--- src/design/ffab_pkg.sv ---
`timescale 1ns / 1ps
`default_nettype none
package ffab_pkg;

   localparam int MAX_WIDTH_DEF  = 256;
   localparam int MAX_HEIGHT_DEF = 256;

   localparam int ACT_W  = 3;
   localparam int POS_W  = 16;
   localparam int SIZE_W = 12;
   localparam int PIX_W  = 32;
   localparam int STAT_W = 2;
   localparam int WIN_W  = 9;
   localparam int PROD_W = 2 * WIN_W;
   localparam int SUM_W  = 16;
   localparam int CRD_W  = 18;

   localparam logic [ACT_W-1:0] ACT_FILL  = 3'd0;
   localparam logic [ACT_W-1:0] ACT_CLEAR = 3'd1;
   localparam logic [ACT_W-1:0] ACT_START = 3'd2;
   localparam logic [ACT_W-1:0] ACT_PIXEL = 3'd3;
   localparam logic [ACT_W-1:0] ACT_READ  = 3'd4;

   localparam logic [STAT_W-1:0] ST_DONE   = 2'd0;
   localparam logic [STAT_W-1:0] ST_CLIP   = 2'd1;
   localparam logic [STAT_W-1:0] ST_SKIP   = 2'd2;
   localparam logic [STAT_W-1:0] ST_NOBLIT = 2'd3;

   localparam logic REG_WIDTH  = 1'b0;
   localparam logic REG_HEIGHT = 1'b1;

   localparam logic [WIN_W-1:0] WIN_RESET = 9'd256;
   localparam logic [7:0]       ALPHA_MAX = 8'hFF;
   localparam logic [7:0]       ALPHA_MIN = 8'h00;

   typedef enum logic [2:0] {
      OP_FILL, OP_CLEAR, OP_START, OP_PIXEL, OP_READ, OP_NONE
   } op_type;

   typedef struct packed {
      op_type                   op;
      logic signed [POS_W-1:0]  pos_x;
      logic signed [POS_W-1:0]  pos_y;
      logic [SIZE_W-1:0]        size_w;
      logic [SIZE_W-1:0]        size_h;
      logic [PIX_W-1:0]         color;
   } cmd_type;

   // floor(v / 255) for v below 65280
   function automatic logic [7:0] div255(input logic [SUM_W-1:0] v);
      logic [SUM_W:0] t;
      t = (SUM_W+1)'(v) + (SUM_W+1)'(1) + (SUM_W+1)'(v[SUM_W-1:8]);
      return t[SUM_W-1:8];
   endfunction

endpackage
`default_nettype wire

--- src/design/ffab_front.sv ---
`timescale 1ns / 1ps
`default_nettype none
module ffab_front (
   input  wire logic                              clock,
   input  wire logic                              reset,
   input  wire logic                              req_valid,
   output logic                                   req_stall,
   input  wire logic [ffab_pkg::ACT_W-1:0]        req_action,
   input  wire logic signed [ffab_pkg::POS_W-1:0] req_pos_x,
   input  wire logic signed [ffab_pkg::POS_W-1:0] req_pos_y,
   input  wire logic [ffab_pkg::SIZE_W-1:0]       req_size_w,
   input  wire logic [ffab_pkg::SIZE_W-1:0]       req_size_h,
   input  wire logic [ffab_pkg::PIX_W-1:0]        req_color,
   input  wire logic                              init_busy,
   input  wire logic                              cmd_pop,
   output logic                                   cmd_valid,
   output ffab_pkg::cmd_type                      cmd
);

   ffab_pkg::cmd_type q_ff [2];
   ffab_pkg::cmd_type entry_in;
   logic              wr_ptr_ff, wr_ptr_in;
   logic              rd_ptr_ff, rd_ptr_in;
   logic [1:0]        count_ff, count_in;
   logic              push;
   logic              pop;

   always_comb begin
      case (req_action)
         ffab_pkg::ACT_FILL:  entry_in.op = ffab_pkg::OP_FILL;
         ffab_pkg::ACT_CLEAR: entry_in.op = ffab_pkg::OP_CLEAR;
         ffab_pkg::ACT_START: entry_in.op = ffab_pkg::OP_START;
         ffab_pkg::ACT_PIXEL: entry_in.op = ffab_pkg::OP_PIXEL;
         ffab_pkg::ACT_READ:  entry_in.op = ffab_pkg::OP_READ;
         default:             entry_in.op = ffab_pkg::OP_NONE;
      endcase
      entry_in.pos_x  = req_pos_x;
      entry_in.pos_y  = req_pos_y;
      entry_in.size_w = req_size_w;
      entry_in.size_h = req_size_h;
      entry_in.color  = req_color;
   end

   assign req_stall = (count_ff == 2'd2) || init_busy;
   assign push      = req_valid && !req_stall;
   assign pop       = cmd_pop && cmd_valid;
   assign cmd_valid = (count_ff != 2'd0);
   assign cmd       = q_ff[rd_ptr_ff];

   always_comb begin
      wr_ptr_in = push ? !wr_ptr_ff : wr_ptr_ff;
      rd_ptr_in = pop ? !rd_ptr_ff : rd_ptr_ff;
      case ({push, pop})
         2'b10:   count_in = count_ff + 2'd1;
         2'b01:   count_in = count_ff - 2'd1;
         default: count_in = count_ff;
      endcase
   end

   always_ff @(posedge clock) begin
      if (push) begin
         q_ff[wr_ptr_ff] <= entry_in;
      end
   end

   always_ff @(posedge clock) begin
      if (reset) begin
         wr_ptr_ff <= 1'b0;
         rd_ptr_ff <= 1'b0;
         count_ff  <= 2'd0;
      end else begin
         wr_ptr_ff <= wr_ptr_in;
         rd_ptr_ff <= rd_ptr_in;
         count_ff  <= count_in;
      end
   end

endmodule
`default_nettype wire

--- config.mk ---
export PLATFORM = sky130hd
export DESIGN_NAME = ffab_front
export DESIGN_NICKNAME = d
export VERILOG_FILES = /design/src/design/ffab_pkg.sv /design/src/design/ffab_front.sv
export SDC_FILE = /design/constraint.sdc
export NUM_CORES = 1
export LEC_CHECK = 0
export ABC_AREA = 1
export BUFFER_PORTS_ARGS = -buffer_cell sky130_fd_sc_hd__buf_2
export CAP_MARGIN = 0
export CORE_MARGIN = 2
export CORE_UTILIZATION = 48
export CTS_BUF_LIST = sky130_fd_sc_hd__clkbuf_2
export CTS_CLUSTER_DIAMETER = 60
export DETAILED_ROUTE_END_ITERATION = 7
export GPL_TIMING_DRIVEN = 0
export PLACE_DENSITY = 0.85
export SYNTH_ARGS = -nofsm -noshare
export SYNTH_HDL_FRONTEND = slang
export SYNTH_SLANG_ARGS = --single-unit
--- constraint.sdc ---
create_clock -name clock -period 7.6 [get_ports clock]
set_input_delay 0.76 -clock clock [delete_from_list [all_inputs] [get_ports clock]]
set_output_delay 0.76 -clock clock [all_outputs]
set_load 0.02 [all_outputs]
* Word-level counts from Yosys, hierarchy flattened
Memories as Yosys holds them, arrays and structs flattened. A register that Yosys moved wholly into a read port is not among the register bits.
Index checks and enable logic that the tools add are counted.
** Word-level totals
- Register bits :: 4
- Bits in writable memories :: 182
- Bits of input ports :: 96
- Output and inout port bits :: 93
- Word-level logic and storage cells :: 28
- Memories :: 1
** Operators by class
- Add/subtract/negate cells :: 2
- Equality and inequality tests :: 7
- Mux-type cells :: 6
- Reductions and logical operators :: 9
** Memories
- q_ff :: words 2, bits a word 91, read ports 1, clocked after Yosys merged registers in 1, write ports 1, RTL line ffab_front.sv:20 : ffab_pkg::cmd_type q_ff [2];
** Operator list (number)
- $pmux 3 s5 :: 1
- $eq 3x2->1 const B :: 2
- $eq 2x2->1 const B :: 2
- $mux 1 :: 4
- $pmux 2 s2 :: 1
- $reduce_bool 2->1 :: 2
- $eq 3x1->1 const B :: 1
- $eq 3x3->1 const B :: 1
- $logic_not 1->1 :: 3
- $logic_not 3->1 :: 1
- $add 2x1->2 const B :: 1
- $eq 2x1->1 const B :: 1
- $logic_and 1x1->1 :: 2
- $sub 2x1->2 const B :: 1
- $logic_or 1x1->1 :: 1

* Logic depth before layout (Yosys ltp)
- Depth in word-level cells :: 6
- Gate-level depth with buffers :: 10
- Mapped depth without buffers :: 10

* Least setup slack after synthesis
Ideal clock, no wire load.
- Path kind :: input -> register
- Start point :: in init_busy
- End point :: mem q_ff[0][0] (netlist name), enable pin
- Library setup time :: 0.541 ns
- Data arrival time :: 4.750 ns
- Required time :: 7.059 ns
- Slack :: 2.308 ns
- Stages :: 3
- Buffers on the path :: 0
- Cell sequence :: inv_1 nand3_1 nor2_1
** On the way
- Word-level cells in the longest chain between the ends :: 5
** Ends and longest elaborated chain
- start, declared :: RTL line ffab_front.sv:14 : input wire logic init_busy,
- $logic_or 1x1->1 :: RTL line ffab_front.sv:44 : assign req_stall = (count_ff == 2'd2) || init_busy;
- $logic_not 1->1 :: RTL line ffab_front.sv:45 : assign push = req_valid && !req_stall;
- $logic_and 1x1->1 :: RTL line ffab_front.sv:45
- $mux 1 :: RTL line ffab_front.sv:61 : if (push) begin
- $mux 1 (not written as such) :: RTL line ffab_front.sv:62 : q_ff[wr_ptr_ff] <= entry_in;
- end, declared :: RTL line ffab_front.sv:20
Every way passes these cells.

==> results.py <==
metrics = {
    "outcome": {
        "status": "completed",
    },
    "power": {
        "power.density_mw_per_mm2": 240,
        "p_int_mw": 1.56,
        "leakagePower_nw": 3.47,
        "vdd_drop_max_uv": 130,
        "clockPowerShare": 0.233,
        "p_total_mw": 2.11,
        "switchingPower_mw": 0.546,
        "seq_power_share": 0.567,
        "p_comb_frac": 0.200,
        "switching_share": 0.259,
    },
    "final_layout": {
        "syn_to_final_growth_pct": 20.6,
        "fin_cells": 740,
        "drive_above_1_share": 0.584,
        "fin_util": 0.586,
        "fin_nets": 637,
        "stdcell_area_mm2": 0.00880,
    },
    "setup_path": {
        "worstPathCellList": "buf_6 > buf_12 > mux2_4 > buf_2",
        "path_class": "register to output port",
        "critPathMaxStageDelay_ns": 0.37,
        "critPathMaxFanout": 10,
        "arrival_ns": 2.01,
        "cp_top_family": "buffers and inverters",
        "start_kind": "register",
        "slowest_stage": "dfxtp_1",
        "worstSetupEndpointType": "output port",
        "required_ns": 6.84,
        "path_buf_inv": 3,
        "timing.rr.start": "count_ff[0]",
    },
    "clock_tree": {
        "cts_tree": "built",
        "post_cts_resized": 0,
        "clock_latency_ns": 0.73,
        "cts_root_buf": "clkbuf_2",
        "clk_pin_slew_ns": 0.24,
        "clk_path_buf_depth": 2,
        "cts_buffers": 17,
        "post_cts_buffers": 0,
        "cts_sinks": 187,
        "cts_hold_buf": 0,
        "htreeDepth": 4,
    },
    "yosys": {
        "yosys.area.top_type": "edfxtp_1",
        "synth_top_family_by_area": "multiplexers",
        "ys_seq_area_frac": 0.763,
        "synth_simple_gate_area_share": 0.0127,
        "yosysTopAreaCellShare": 0.749,
        "synth_adder_area_share": 0.00171,
        "synth_area_leaders": "edfxtp_1 75%, mux2_4 19%, buf_12 2.5%",
        "ys_types": 16,
        "netlist_instances": 329,
        "avgSynthCellArea_um2": 22.2,
        "ys_seq_elements": 187,
        "yosys_warnings": 0,
        "synth_nets": 426,
        "synth_compound_area_frac": 0.00309,
        "synthXorXnorAreaFrac": 0,
        "synth_area_mm2": 0.00730,
        "muxShareOfSynthArea": 0.187,
    },
    "grt": {
        "grt_overflow": 0,
        "grt_pass1_wl_um": 18800,
        "antenna_found_initial": 1,
        "grt_max_degree": 50,
        "first_global_vias": 3725,
        "grt_util_all_layers": 0.157,
    },
    "detailed_routing": {
        "drc": 0,
        "ant_nets": 0,
        "vias": 3599,
        "drt_first_pass_iters": 4,
        "detail_route.vias_per_cell": 4.86,
        "wl_per_cell_um": 16.7,
        "drt_iter0_markers": 160,
        "wl_um": 12400,
    },
    "sta": {
        "grt_setup_unrepaired": "no",
        "fmax_ghz": 0.361,
        "finalClockSkew_ns": 0.0157,
        "fin_ws_ns": 4.83,
        "period_share": 0.364,
        "report.final.slew_viol_count": 0,
        "setup_viol": 0,
        "layout_min_cycle_time_ns": 2.77,
        "holdWs_ns": 0.195,
        "finalHoldViolCount": 0,
        "worst_slew_pin_slew_ns": 0.666,
        "slew_headroom": 0.556,
        "setup_tns_ns": 0,
    },
    "placement": {
        "gp_congestion": 0.722,
        "place_hpwl_um": 8820,
        "place_inst": 709,
        "place_ws_ns": 5.22,
        "io_buffers": 188,
        "placed_area_mm2": 0.00856,
    },
    "floorplan": {
        "start_util": 0.485,
        "rows": 45,
        "die_x_um": 127,
        "ioPinCount": 189,
        "dieArea_mm2": 0.0162,
        "die_h_um": 127,
        "core_area_mm2": 0.0150,
    },
    "hold_path": {
        "hold_class": "input pin to register",
        "hp-start": "req_pos_x[11]",
    },
    "job": {
        "maxCapViolCount": 0,
    },
}
area by class of cell:
| type | count | area, µm² |
|---|---|---|
| antenna | 1 | 2.50 |
| buffer | 11 | 195 |
| clock buffer | 17 | 85.1 |
| clock inverter | 13 | 153 |
| fill | 1130 | 6230 |
| inverter | 12 | 47.5 |
| multi-input combinational | 119 | 1500 |
| sequential | 187 | 5570 |
| tap | 188 | 235 |
| timing repair buffer | 192 | 1020 |
worst register-to-register path, stage by stage, from the launching register on:
cell,delay (ns)
dfxtp_1,0.43
inv_1,0.12
nand2_1,0.12
nand4_1,0.17
inv_4,0.53
buf_12,0.33
registers in the layout, summed over array words and instances, names as in the netlist, named ones only:
register   count
q_ff         182
wr_ptr_ff      1
rd_ptr_ff      1
count_ff       2
layer usage:
layer / share of wire / wire length [µm] / global-route usage / up-vias
li1: - / - / - / 1692
met2: 0.53 / 6600 / 0.274 / 135
met1: 0.39 / 4820 / 0.180 / 1756
met5: 0 / 0 / 0 / -
met4: 0.016 / 201 / 0.0549 / 0
met3: 0.060 / 743 / 0.0544 / 16
final timing paths:
kind | endpoint | slack (ns) | depth (start not counted)
max | cmd[84] | 4.83 | 4
max reg2reg | q_ff[1][35] | 5.59 | 5
min reg2reg | count_ff[1] | 0.55 | 2
min | q_ff[1][83] | 0.20 | 1
cell usage after synthesis:
cell type and number:
buf_6 1, a21oi_1 1, mux2_4 90, nor2_1 10, dfxtp_1 5, o21ai_0 2, nand3_1 1, inv_1 12
buf_12 9, mux2_2 1, a21o_1 1, nand2_1 10, ha_1 1, edfxtp_1 182, clkbuf_1 1, nand4_1 2
logic make-up (layout without fill, tap and decap cells):
kind of cell    Yosys count  after routing
mux                      91             91
simple gates             23             23
compound gates            4              4
fa+ha+maj                 1              1
buf+inv                  23            245
other cells               0              1
flops                   187            187
cells in the final DEF (no fill, tap or decap), drive strengths merged:
master and n:
dfxtp 5, nand2 10, inv 13, clkbuf 18, nand4 2, buf 202
clkinvlp 2, a21oi 1, clkinv 7, bufinv 3, a21o 1, mux2 91
ha 1, diode 1, o21ai 2, edfxtp 182, nor2 10, nand3 1
power by group through the flow:
stage / clock network (mW) / registers, mW / logic, mW
2_1_floorplan: 0 / 1.22 / 0.300
5_1_grt: 0.553 / 1.20 / 0.447
3_3_place_gp: 0 / 1.23 / 0.409
4_1_cts: 0.507 / 1.20 / 0.428
3_5_place_dp: 0 / 1.22 / 0.427
6_report: 0.491 / 1.20 / 0.422
Note: power is estimated with default switching activity, not from simulation.
